**src/sv/fdsa_pkg.sv**
```systemverilog
// shared constants, command codes and helper functions for the data stack unit
package fdsa_pkg;

    localparam int DATA_W          = 32;
    localparam int CMD_W           = 5;
    localparam int DEPTH_W         = 7;
    localparam int ERR_W           = 3;
    localparam int DEF_STACK_DEPTH = 64;
    localparam int DEF_CELL_COUNT  = 256;

    typedef logic [DATA_W-1:0] word_t;
    typedef logic [CMD_W-1:0]  cmd_t;
    typedef logic [ERR_W-1:0]  err_t;

    localparam cmd_t CMD_PUSH   = 5'd0;
    localparam cmd_t CMD_ADD    = 5'd1;
    localparam cmd_t CMD_SUB    = 5'd2;
    localparam cmd_t CMD_MUL    = 5'd3;
    localparam cmd_t CMD_DIV    = 5'd4;
    localparam cmd_t CMD_MOD    = 5'd5;
    localparam cmd_t CMD_DIVMOD = 5'd6;
    localparam cmd_t CMD_NEGATE = 5'd7;
    localparam cmd_t CMD_INVERT = 5'd8;
    localparam cmd_t CMD_AND    = 5'd9;
    localparam cmd_t CMD_DROP   = 5'd10;
    localparam cmd_t CMD_2DROP  = 5'd11;
    localparam cmd_t CMD_DUP    = 5'd12;
    localparam cmd_t CMD_OVER   = 5'd13;
    localparam cmd_t CMD_SWAP   = 5'd14;
    localparam cmd_t CMD_ROT    = 5'd15;
    localparam cmd_t CMD_MAX    = 5'd16;
    localparam cmd_t CMD_MIN    = 5'd17;
    localparam cmd_t CMD_LESS   = 5'd18;
    localparam cmd_t CMD_STORE  = 5'd19;
    localparam cmd_t CMD_FETCH  = 5'd20;
    localparam cmd_t CMD_NOT    = 5'd21;

    localparam err_t ERR_OK    = 3'd0;
    localparam err_t ERR_UNDER = 3'd1;
    localparam err_t ERR_OVER  = 3'd2;
    localparam err_t ERR_DIVZ  = 3'd3;
    localparam err_t ERR_ADDR  = 3'd4;

    // entries consumed
    function automatic logic [1:0] cmd_need(input cmd_t c);
        logic [1:0] n;
        case (c)
            CMD_PUSH:                                  n = 2'd0;
            CMD_NEGATE, CMD_INVERT, CMD_DROP, CMD_DUP,
            CMD_FETCH, CMD_NOT:                        n = 2'd1;
            CMD_ROT:                                   n = 2'd3;
            CMD_ADD, CMD_SUB, CMD_MUL, CMD_DIV, CMD_MOD, CMD_DIVMOD,
            CMD_AND, CMD_2DROP, CMD_OVER, CMD_SWAP, CMD_MAX, CMD_MIN,
            CMD_LESS, CMD_STORE:                       n = 2'd2;
            default:                                   n = 2'd0;
        endcase
        return n;
    endfunction

    // entries produced
    function automatic logic [1:0] cmd_make(input cmd_t c);
        logic [1:0] m;
        case (c)
            CMD_DROP, CMD_2DROP, CMD_STORE:            m = 2'd0;
            CMD_DIVMOD, CMD_DUP, CMD_SWAP:             m = 2'd2;
            CMD_OVER, CMD_ROT:                         m = 2'd3;
            CMD_PUSH, CMD_ADD, CMD_SUB, CMD_MUL, CMD_DIV, CMD_MOD,
            CMD_NEGATE, CMD_INVERT, CMD_AND, CMD_MAX, CMD_MIN,
            CMD_LESS, CMD_FETCH, CMD_NOT:              m = 2'd1;
            default:                                   m = 2'd0;
        endcase
        return m;
    endfunction

endpackage

```
**src/sv/fdsa_div.sv**
```systemverilog
// iterative signed divider, one quotient bit per cycle, truncating
module fdsa_div (
    input  logic                 clk,
    input  logic                 rst_n,
    input  logic                 start,
    input  fdsa_pkg::word_t      dividend,
    input  fdsa_pkg::word_t      divisor,
    output logic                 done,
    output fdsa_pkg::word_t      quotient,
    output fdsa_pkg::word_t      remainder
);
    import fdsa_pkg::*;

    localparam int STEP_W = $clog2(DATA_W);

    logic              run_reg, run_next;
    logic              done_reg, done_next;
    logic [STEP_W-1:0] step_reg, step_next;
    word_t             num_reg, num_next;
    word_t             den_reg, den_next;
    logic [DATA_W:0]   rem_reg, rem_next;
    logic              qneg_reg, qneg_next;
    logic              rneg_reg, rneg_next;
    logic [DATA_W:0]   trial;
    logic [DATA_W:0]   shifted;

    always_comb
    begin
        run_next  = run_reg;
        done_next = 1'b0;
        step_next = step_reg;
        num_next  = num_reg;
        den_next  = den_reg;
        rem_next  = rem_reg;
        qneg_next = qneg_reg;
        rneg_next = rneg_reg;
        shifted   = {rem_reg[DATA_W-1:0], num_reg[DATA_W-1]};
        trial     = shifted - {1'b0, den_reg};
        if (start)
        begin
            run_next  = 1'b1;
            step_next = '0;
            num_next  = dividend[DATA_W-1] ? (~dividend + 1'b1) : dividend;
            den_next  = divisor[DATA_W-1] ? (~divisor + 1'b1) : divisor;
            rem_next  = '0;
            qneg_next = dividend[DATA_W-1] ^ divisor[DATA_W-1];
            rneg_next = dividend[DATA_W-1];
        end
        else if (run_reg)
        begin
            // restoring step, quotient bits shift into the numerator register
            if (!trial[DATA_W])
            begin
                rem_next = trial;
                num_next = {num_reg[DATA_W-2:0], 1'b1};
            end
            else
            begin
                rem_next = shifted;
                num_next = {num_reg[DATA_W-2:0], 1'b0};
            end
            step_next = step_reg + 1'b1;
            if (step_reg == STEP_W'(DATA_W - 1))
            begin
                run_next  = 1'b0;
                done_next = 1'b1;
            end
        end
    end

    always_ff @(posedge clk or negedge rst_n)
    begin
        if (!rst_n)
        begin
            run_reg  <= 1'b0;
            done_reg <= 1'b0;
            step_reg <= '0;
        end
        else
        begin
            run_reg  <= run_next;
            done_reg <= done_next;
            step_reg <= step_next;
        end
    end

    always_ff @(posedge clk)
    begin
        num_reg  <= num_next;
        den_reg  <= den_next;
        rem_reg  <= rem_next;
        qneg_reg <= qneg_next;
        rneg_reg <= rneg_next;
    end

    assign done      = done_reg;
    assign quotient  = qneg_reg ? (~num_reg + 1'b1) : num_reg;
    assign remainder = rneg_reg ? (~rem_reg[DATA_W-1:0] + 1'b1) : rem_reg[DATA_W-1:0];

endmodule

```
**config.mk**
```make
export PLATFORM = sky130hd
export DESIGN_NAME = fdsa_div
export DESIGN_NICKNAME = d
export VERILOG_FILES = /design/src/sv/fdsa_pkg.sv /design/src/sv/fdsa_div.sv
export SDC_FILE = /design/constraint.sdc
export NUM_CORES = 1
export LEC_CHECK = 0
export ABC_AREA = 1
export BUFFER_PORTS_ARGS = -buffer_cell sky130_fd_sc_hd__buf_2
export CAP_MARGIN = 10
export CORE_UTILIZATION = 30
export DETAILED_ROUTE_END_ITERATION = 8
export GPL_TIMING_DRIVEN = 0
export MAX_ROUTING_LAYER = met4
export PLACE_DENSITY = 0.57
export SLEW_MARGIN = 20
export SYNTH_ARGS = -nofsm -noshare
export SYNTH_HDL_FRONTEND = slang
export SYNTH_SLANG_ARGS = --single-unit
```
**constraint.sdc**
```tcl
create_clock -name clk -period 2.1 [get_ports clk]
set_input_delay 0.21 -clock clk [delete_from_list [all_inputs] [get_ports clk]]
set_output_delay 0.21 -clock clk [all_outputs]
set_load 0.005 [all_outputs]
```
======== Word level (Yosys, flattened, before mapping) ========
Cells that the tools add are included.
storage, ports and cells
  bits in registers ....................... 105
  bits of input ports ..................... 67
  output and inout port bits .............. 65
  logic and storage cells ................. 38
operators by class
  add/sub/neg operators ................... 6
  equal/unequal tests ..................... 1
  muxes and demuxes ....................... 16
  bitwise operators ....................... 5
  reductions and logical operators ........ 1
operator list
  cell                   number
  $mux 32                6
  $add 32x1->32 const B  4
  $not 32->32            4
  $sub 33x32->33         1
  $mux 31                1
  $mux 5                 2
  $mux 1                 7
  $add 5x1->5 const B    1
  $eq 5x5->1 const B     1
  $reduce_bool 2->1      1
  $xor 1x1->1            1

======== Depth between registers and ports, before layout ========
Gate-level depths: netlist of the first run.
  depth after elaboration ................. 4
  gate-level depth with buffers ........... 18
  gate-level depth less buffers ........... 17

======== Worst setup path after synthesis of the first run ========
Ideal clock, no wire load.
  path type ............................... flip-flop to flip-flop
  start ................................... register num_reg[31]
  end ..................................... register num_reg[0], data pin
  setup time .............................. 0.270 ns
  arrival time ............................ 2.035 ns
  required time ........................... 1.830 ns
  setup slack ............................. -0.204 ns
  stages on the path, launching flop included .. 17
  buffers on the path ..................... 1
  period minus slack after synthesis ...... 2.304 ns
  cell sequence ........................... edfxtp_1 > inv_1 > ha_1 > fa_1 > inv_1 > nand2_1 > nand2_1 > nand3_1 > nand2_1 > nand2_1 > nand2_1 > nand2_1 > nand2_2 > nand2_1 > nand2_2 > buf_4 > o21ai_0
on the way
  longest elaborated chain between the ends .. 4
RTL lines
  element                 RTL line        source
  from (decl)             fdsa_div.sv:19  word_t num_reg, num_next;
  from (signal assigned)  fdsa_div.sv:89  num_reg <= num_next;
  $sub 33x32->33          fdsa_div.sv:38  trial = shifted - {1'b0, den_reg};
  $mux 1                  fdsa_div.sv:52  if (!trial[DATA_W])
  $mux 32                 fdsa_div.sv:49  else if (run_reg)
  $mux 32                 fdsa_div.sv:39  if (start)
  named net num_next[0]   fdsa_div.sv:19
The timed path passes the listed nets, and every way through them passes these cells. The select of a mux whose other input is x is not followed.
A chain may end at the register's enable or synchronous reset.

======== Final worst setup path of the first run ========
  start ................................... register num_reg[1]
  end ..................................... output port quotient[27]
on the way
  longest elaborated chain between the ends .. 3
RTL lines
  element        RTL line        source
  $not 32->32    fdsa_div.sv:97  assign quotient = qneg_reg ? (~num_reg + 1'b1) : num_reg;
  $add 32x1->32  fdsa_div.sv:97
  $mux 32        fdsa_div.sv:97
  to (decl)      fdsa_div.sv:9   output fdsa_pkg::word_t quotient,
Every way passes these cells.

==> metrics.txt, run 1 <==
# TYPE chip_impl_metric gauge
chip_impl_metric{name="grt.overflow.total",unit=""} 0
chip_impl_info{name="crit_path_end_kind",value="output port"} 1
chip_impl_metric{name="dr.first_iter.drc_count",unit=""} 617
chip_impl_metric{name="cell_pwr_density",unit="mW/mm²"} 510
chip_impl_info{name="worstPathCellList",value="buf_6 > nor3_4 > nand3_2 > nor2_4 > nand2_4 > nor2_4 > nand3_4 > o21ai_4 > xor2_2 > buf_2"} 1
chip_impl_info{name="grt_setup_unrepaired",value="true"} 1
chip_impl_metric{name="worst-endpoint-arrival",unit="ps"} 2360
chip_impl_metric{name="htreeDepth",unit=""} 3
chip_impl_metric{name="syn_inst",unit=""} 1580
chip_impl_metric{name="die_height",unit="µm"} 183
chip_impl_metric{name="timing.reg2reg.setup_slack",unit="ps"} -430
chip_impl_metric{name="grtUsageTotal",unit="%"} 21.8
chip_impl_metric{name="number_of_global_route_vias_before_repair",unit=""} 10441
chip_impl_metric{name="drtPass1Iterations",unit=""} 5
chip_impl_metric{name="cellLeakagePower",unit="nW"} 6.89
chip_impl_metric{name="net-switching-power",unit="mW"} 2.59
chip_impl_metric{name="post-route-worst-setup-slack",unit="ps"} -472
chip_impl_metric{name="swShare",unit="%"} 37.5
chip_impl_metric{name="synthesis.nets",unit=""} 1686
chip_impl_metric{name="ys_types",unit=""} 42
chip_impl_metric{name="flow.area_growth_from_synthesis",unit="%"} 37.4
chip_impl_metric{name="grt_start_max_net_pins",unit=""} 36
chip_impl_metric{name="clk-insertion-delay-late",unit="ps"} 360
chip_impl_metric{name="route.detailed.wl_per_inst",unit="µm"} 15.9
chip_impl_metric{name="route.final.wire_length",unit="µm"} 35400
chip_impl_metric{name="cts.sinks",unit=""} 105
chip_impl_metric{name="holdWs",unit="ps"} 65.0
chip_impl_metric{name="synth_edf_count",unit=""} 66
chip_impl_metric{name="setup_violations",unit=""} 75
chip_impl_info{name="synth_area_leaders",value="edfxtp_1 (20%), nand2_1 (20%), inv_1 (11%), xor2_1 (7.7%), dfxtp_1 (6.5%)"} 1
chip_impl_info{name="result_of_the_run",value="finished with violations"} 1
chip_impl_metric{name="worstPathMaxFanout",unit=""} 3
chip_impl_info{name="clockRootBuffer",value="clkbuf_16"} 1
chip_impl_metric{name="synth.top_cell.area_share",unit="%"} 20.2
chip_impl_metric{name="clock_power_share",unit="%"} 26.2
chip_impl_metric{name="antenna_violations_before_repair",unit=""} 9
chip_impl_metric{name="max_freq",unit="MHz"} 389
chip_impl_info{name="ys_dominant_reg_cell",value="edfxtp_1"} 1
chip_impl_metric{name="max-cap-violations",unit=""} 0
chip_impl_metric{name="die-area",unit="mm²"} 0.0335
chip_impl_metric{name="cp_max_stage_delay",unit="ps"} 430
chip_impl_metric{name="ctsLongestPathBuffers",unit=""} 2
chip_impl_metric{name="power.share.combinational",unit="%"} 37.5
chip_impl_metric{name="post_drt_via_cell_ratio",unit=""} 4.77
chip_impl_metric{name="count_of_boundary_i_o_pins",unit=""} 132
chip_impl_info{name="holdCritPathClass",value="primary input to flip-flop"} 1
chip_impl_metric{name="seq_area_frac_synth",unit="%"} 28.5
chip_impl_info{name="post-synth-top-count-cell",value="nand2_1"} 1
chip_impl_metric{name="synth_area",unit="mm²"} 0.00983
chip_impl_metric{name="synth.avg_cell_area",unit="µm²"} 6.22
chip_impl_metric{name="final_antenna_net_count",unit=""} 0
chip_impl_metric{name="internal-power",unit="mW"} 4.30
chip_impl_metric{name="via_count",unit=""} 10666
chip_impl_metric{name="std_cell_rows",unit=""} 65
chip_impl_metric{name="yosysWarnings",unit=""} 0
chip_impl_info{name="synth.largest_area_cell",value="edfxtp_1"} 1
chip_impl_metric{name="port_buffers",unit=""} 131
chip_impl_metric{name="placed_area",unit="mm²"} 0.0110
chip_impl_info{name="crit_path_top_delay_cell",value="edfxtp_1"} 1
chip_impl_info{name="synthTopCellsByCount",value="nand2_1 (523), inv_1 (294), nor2_1 (143), nand3_1 (115), xor2_1 (87)"} 1
chip_impl_metric{name="preCtsSetupSlack",unit="ps"} -712
chip_impl_metric{name="placeableCoreArea",unit="mm²"} 0.0319
chip_impl_info{name="path_delay_family",value="simple AND/OR/NAND/NOR gates"} 1
chip_impl_metric{name="floorplan.initialDensity",unit="%"} 30.8
chip_impl_metric{name="design.final.nets",unit=""} 1892
chip_impl_info{name="cp_common_cell",value="nor2_4"} 1
chip_impl_metric{name="fillers",unit=""} 3314
chip_impl_metric{name="timing_hold_violations_final",unit=""} 0
chip_impl_info{name="path_class",value="flip-flop to output port"} 1
chip_impl_metric{name="pwr-share-seq",unit="%"} 36.3
chip_impl_metric{name="post_route_cells_drive_above_1_share",unit="%"} 26.2
chip_impl_metric{name="maxSlewHeadroom",unit="%"} 44.6
chip_impl_metric{name="worst_ir_drop_vdd",unit="mV"} 0.314
chip_impl_metric{name="postSynth.asyncResetShare",unit="%"} 6.67
chip_impl_info{name="cts_tree",value="yes"} 1
chip_impl_info{name="failing_checks",value="negative setup slack"} 1
chip_impl_metric{name="worst_slew_pin_tran",unit="ps"} 830
chip_impl_metric{name="final_min_period_over_clock_period",unit="%"} 122
chip_impl_metric{name="final_max_slew_viol_count",unit=""} 0
chip_impl_metric{name="drc_viols",unit=""} 0
chip_impl_metric{name="clkSlewWorstSetupHoldPaths",unit="ps"} 90
chip_impl_info{name="start_kind",value="flip-flop"} 1
chip_impl_metric{name="final_area",unit="mm²"} 0.0135
chip_impl_metric{name="critical_path_buf_inv_count",unit=""} 2
chip_impl_metric{name="numCtsBuffers",unit=""} 9
chip_impl_metric{name="worstPathRequired",unit="ps"} 1890
chip_impl_metric{name="fp.dieW",unit="µm"} 183
chip_impl_metric{name="ys_ff_latch",unit=""} 105
chip_impl_metric{name="place.gp.congestion",unit=""} 0.953
chip_impl_metric{name="post-dp-hpwl",unit="µm"} 26900
chip_impl_metric{name="layout_min_cycle_time",unit="ps"} 2570
chip_impl_metric{name="grt_first_pass_wirelength",unit="µm"} 54900
chip_impl_metric{name="max_clock_skew",unit="ps"} 10.5
[per-layer routing]
layer / track usage (%) / wire, µm
met5: - / 0
met4: 10.3 / 1500
met3: 2.76 / 1760
met2: 37.7 / 17700
met1: 24.9 / 14500
[power by group through the flow]
stage | combinational, mW | clock, mW | sequential, mW
after global placement | 1.89 | 0 | 2.53
after floorplan | 1.15 | 0 | 2.50
after CTS | 2.32 | 1.85 | 2.49
after global routing | 2.82 | 1.90 | 2.52
final | 2.58 | 1.81 | 2.50
after detailed placement | 1.89 | 0 | 2.54
[through the flow]
step / setup TNS, ps / utilization [%] / power, mW / std cells
2_1_floorplan: -805 / - / 3.65 / 1580
3_3_place_gp: -85050 / 34.7 / 4.42 / 2146
3_5_place_dp: -69500 / 34.7 / 4.42 / 2146
4_1_cts: -19580 / 40.8 / 6.66 / 2208
5_1_grt: -30020 / 42.4 / 7.24 / 2235
6_report: -22230 / 42.4 / 6.89 / 2235
[path summary, 6_finish.rpt]
| kind | end | cells past startpoint | startpoint |
|---|---|---|---|
| worst max register to register | rem_reg[25]$_SDFFE_PP0P_ | 18 | den_reg[0]$_DFFE_PP_ |
| worst max-delay path | quotient[27] | 10 | num_reg[1]$_DFFE_PP_ |
| worst min-delay path | den_reg[0]$_DFFE_PP_ | 1 | divisor[0] |
| worst min register to register | rem_reg[3]$_SDFFE_PP0P_ | 2 | rem_reg[3]$_SDFFE_PP0P_ |
| min in group asynchronous | done$_DFF_PN0_ | 2 | rst_n |
| max in group asynchronous | step_reg[4]$_DFFE_PN0P_ | 2 | rst_n |
[cell usage in the layout, fill, tap and decap left out, types with 34 or more instances in the layout]
cell type and count:
inv_1 280, edfxtp_1 66, xor2_1 69, nor2_1 124, o21ai_0 53, buf_4 34
nand2_2 39, nand2_1 451, buf_2 130, nand3_1 77
[logic make-up after synthesis]
group / after synthesis / share of synthesized area [%]
xor+xnor: 114 / 10.2
fa+ha+maj: 39 / 5.04
flops: 105 / 28.5
buf+inv: 330 / 13.0
compound gates: 124 / 6.83
simple gates: 868 / 36.6
[final cells by class]
cell class                 instances  area, µm²  area share, %
tap                              435        544           4.03
inverter                         296       1130           8.34
buffer                            32        196           1.45
multi-input combinational       1146       7100           52.6
clock buffer                       9        225           1.67
clock inverter                     7       81.3          0.602
antenna                            9       22.5          0.167
sequential                       105       2830           21.0
timing repair buffer             196       1380           10.2
[repair_timing]
item                                    CTS  global route
pin swaps                                80            53
gates resized for setup                 290            94
endpoints found under the setup margin  135           113
hold buffers                              1             0
buffers inserted                         41            22
hold endpoints to repair                  7             0
gates cloned                              6             0
(Power assumes the default switching activity.)
==> run 2: changes to the inputs <==
Settings changed: BUFFER_PORTS_ARGS -buffer_cell sky130_fd_sc_hd__buf_2 to unset, DONT_BUFFER_PORTS set to 1, PLACE_DENSITY 0.57 to 0.53.
==> run 2 against run 1 <==
The flow still finishes with violations (negative setup slack); combinational power shrank 8.1%; sequential share of layout area grew 1.1 points; global-route usage shrank 1.0 points; sequential power is essentially flat; fmax grew 4.5%; clock skew grew 5.7 ps; wire length shrank 3.9%; register-to-register slack gained 70 ps; highest routed layer unchanged.
==> metrics.txt, run 2 (synthesized netlist as in run 1, its figures left out) <==
# TYPE chip_impl_metric gauge
chip_impl_info{name="result_of_the_run",value="finished with violations"} 1
chip_impl_info{name="failing_checks",value="negative setup slack"} 1
chip_impl_metric{name="worst_ir_drop_vdd",unit="mV"} 0.325
chip_impl_metric{name="die-area",unit="mm²"} 0.0335
chip_impl_metric{name="setup_violations",unit=""} 72
chip_impl_metric{name="worstPathRequired",unit="ps"} 2370
chip_impl_metric{name="route.detailed.wl_per_inst",unit="µm"} 16.3
chip_impl_metric{name="clkSlewWorstSetupHoldPaths",unit="ps"} 90
chip_impl_metric{name="cellLeakagePower",unit="nW"} 6.29
chip_impl_metric{name="count_of_boundary_i_o_pins",unit=""} 132
chip_impl_metric{name="drtPass1Iterations",unit=""} 5
chip_impl_metric{name="antenna_violations_before_repair",unit=""} 0
chip_impl_metric{name="grt_start_max_net_pins",unit=""} 35
chip_impl_info{name="start_kind",value="flip-flop"} 1
chip_impl_metric{name="timing_hold_violations_final",unit=""} 0
chip_impl_metric{name="htreeDepth",unit=""} 3
chip_impl_metric{name="dr.first_iter.drc_count",unit=""} 495
chip_impl_metric{name="final_min_period_over_clock_period",unit="%"} 117
chip_impl_metric{name="numCtsBuffers",unit=""} 9
chip_impl_info{name="holdCritPathClass",value="primary input to flip-flop"} 1
chip_impl_metric{name="std_cell_rows",unit=""} 65
chip_impl_metric{name="design.final.nets",unit=""} 1757
chip_impl_metric{name="fillers",unit=""} 3315
chip_impl_metric{name="fp.dieW",unit="µm"} 183
chip_impl_info{name="grt_setup_unrepaired",value="true"} 1
chip_impl_metric{name="place.gp.congestion",unit=""} 0.974
chip_impl_metric{name="max_clock_skew",unit="ps"} 16.2
chip_impl_metric{name="ctsLongestPathBuffers",unit=""} 2
chip_impl_info{name="cts_tree",value="yes"} 1
chip_impl_metric{name="final_max_slew_viol_count",unit=""} 0
chip_impl_metric{name="min_path_cells",unit=""} 1
chip_impl_metric{name="maxSlewHeadroom",unit="%"} 46.5
chip_impl_info{name="worstHoldEndpoint",value="den_reg[20]$_DFFE_PP_"} 1
chip_impl_info{name="mostFrequentLayoutCell",value="nand2_1"} 1
chip_impl_metric{name="port_buffers",unit=""} 0
chip_impl_metric{name="number_of_global_route_vias_before_repair",unit=""} 9659
chip_impl_metric{name="grt.overflow.total",unit=""} 0
chip_impl_metric{name="post-route-worst-setup-slack",unit="ps"} -361
chip_impl_metric{name="timing.reg2reg.setup_slack",unit="ps"} -360
chip_impl_metric{name="via_count",unit=""} 10033
chip_impl_metric{name="worst-endpoint-arrival",unit="ps"} 2730
chip_impl_metric{name="layout_min_cycle_time",unit="ps"} 2460
chip_impl_metric{name="placeableCoreArea",unit="mm²"} 0.0319
chip_impl_info{name="timing.rr.start",value="rem_reg[21]$_SDFFE_PP0P_"} 1
chip_impl_metric{name="flow.area_growth_from_synthesis",unit="%"} 30.1
chip_impl_metric{name="max-cap-violations",unit=""} 0
chip_impl_metric{name="insertedDiodeCount",unit=""} 0
chip_impl_metric{name="holdWs",unit="ps"} 14.9
chip_impl_info{name="timing.hold.worst.start",value="divisor[20]"} 1
chip_impl_metric{name="clk-insertion-delay-late",unit="ps"} 390
chip_impl_info{name="clockRootBuffer",value="clkbuf_16"} 1
chip_impl_metric{name="die_height",unit="µm"} 183
chip_impl_metric{name="cts.sinks",unit=""} 105
chip_impl_metric{name="grt_first_pass_wirelength",unit="µm"} 51700
chip_impl_metric{name="post_drt_via_cell_ratio",unit=""} 4.80
chip_impl_metric{name="cell_pwr_density",unit="mW/mm²"} 523
chip_impl_metric{name="worst_r2r_path_depth",unit=""} 15
chip_impl_metric{name="route.final.wire_length",unit="µm"} 34100
chip_impl_metric{name="grtUsageTotal",unit="%"} 20.7
chip_impl_metric{name="final_antenna_net_count",unit=""} 0
chip_impl_metric{name="max_freq",unit="MHz"} 406
chip_impl_info{name="top_library_cells_by_usage_in_the_layout_fill_and_taps_aside",value="nand2_1 (461), inv_1 (284), nor2_1 (126)"} 1
chip_impl_metric{name="worst_slew_pin_tran",unit="ps"} 802
chip_impl_info{name="path_class",value="flip-flop to flip-flop"} 1
chip_impl_metric{name="post-dp-hpwl",unit="µm"} 25900
chip_impl_metric{name="post_route_cells_drive_above_1_share",unit="%"} 19.1
chip_impl_metric{name="drc_viols",unit=""} 0
chip_impl_metric{name="worstPathMaxFanout",unit=""} 5
chip_impl_metric{name="floorplan.initialDensity",unit="%"} 30.8
chip_impl_metric{name="post-layout-total-power",unit="mW"} 6.69
chip_impl_metric{name="finalCoreUtilization",unit="%"} 40.1
chip_impl_info{name="worstReg2RegEnd",value="rem_reg[16]$_SDFFE_PP0P_"} 1
chip_impl_info{name="crit_path_end_kind",value="flip-flop"} 1
run 2: cell types whose count changed in the layout (fill, tap and decap cells not counted), sizes merged:
cell / previous run / this run
bufinv: 0 / 1
clkdlybuf4s15: 1 / 0
clkinv: 4 / 3
clkbuf: 34 / 37
nand2: 528 / 527
dlygate4sd3: 1 / 3
diode: 9 / 0
buf: 201 / 63
run 2: worst max-delay path by stage:
stage	startpoint	end	slack, ps	depth (start not counted)
5_1_grt	num_reg[0]$_DFFE_PP_	quotient[25]	-470	9
4_1_cts	num_reg[31]$_DFFE_PP_	num_reg[0]$_DFFE_PP_	-370	16
6_report	rem_reg[21]$_SDFFE_PP0P_	rem_reg[16]$_SDFFE_PP0P_	-360	15
2_1_floorplan	num_reg[31]$_DFFE_PP_	num_reg[0]$_DFFE_PP_	-60	16
3_5_place_dp	num_reg[31]$_DFFE_PP_	num_reg[0]$_DFFE_PP_	-620	16
3_3_place_gp	start	num_reg[2]$_DFFE_PP_	-670	3
run 2: repair_timing:
action	4_1_cts	5_1_grt
gates cloned	2	3
endpoints found under the hold margin	43	0
pin swaps	53	79
hold buffers	4	0
setup endpoints to repair	116	84
buffers inserted	36	24
gates resized for setup	162	190
run 2: critical path: stages (launching register included):
cell       delay [ps]
dfxtp_2           370
ha_2              400
nand2_1           110
nor2_1            180
inv_2              80
nor2_2            200
and2_1            200
nand2_4            90
nand2_4            90
nand2_4            70
nand2_8            90
buf_12            130
clkbuf_16         150
nand2_4            40
nand3_2            70
nand2_1            70
run 2: layout make-up:
class	count	area (µm²)	area share [%]
clock buffer	9	225	1.76
buffer	34	218	1.70
sequential	105	2830	22.1
tap	435	544	4.26
timing repair buffer	60	624	4.88
clock inverter	7	80.1	0.626
multi-input combinational	1145	7150	55.9
inverter	296	1120	8.77
run 2: per-layer routing:
metal  up-vias  global-route usage (%)  routed length [µm]
met3        74                    4.77                1950
li1       5039                       -                   -
met4         0                    8.67                1580
met1      4674                    22.2               13500
met2       246                    36.6               17000
met5         -                       -                   0
run 2: power by group:
| group | switching, mW | internal (mW) | leakage (nW) | total, mW |
|---|---|---|---|---|
| Sequential | 0.121 | 2.38 | 1.04 | 2.50 |
| Combinational | 1.45 | 0.916 | 5.10 | 2.37 |
| Clock | 0.885 | 0.945 | 0.150 | 1.83 |
run 2: per-stage QoR:
step           std cells  cell area [µm²]  worst slack [ps]  setup TNS, ps
6_report            2091            12800              -361         -17110
5_1_grt             2091            12800              -467         -25010
4_1_cts             2073            11800              -374         -18490
3_5_place_dp        2015            10400              -621         -31040
3_3_place_gp        2015            10400              -675         -43940
2_1_floorplan       1580             9850             -64.3           -805
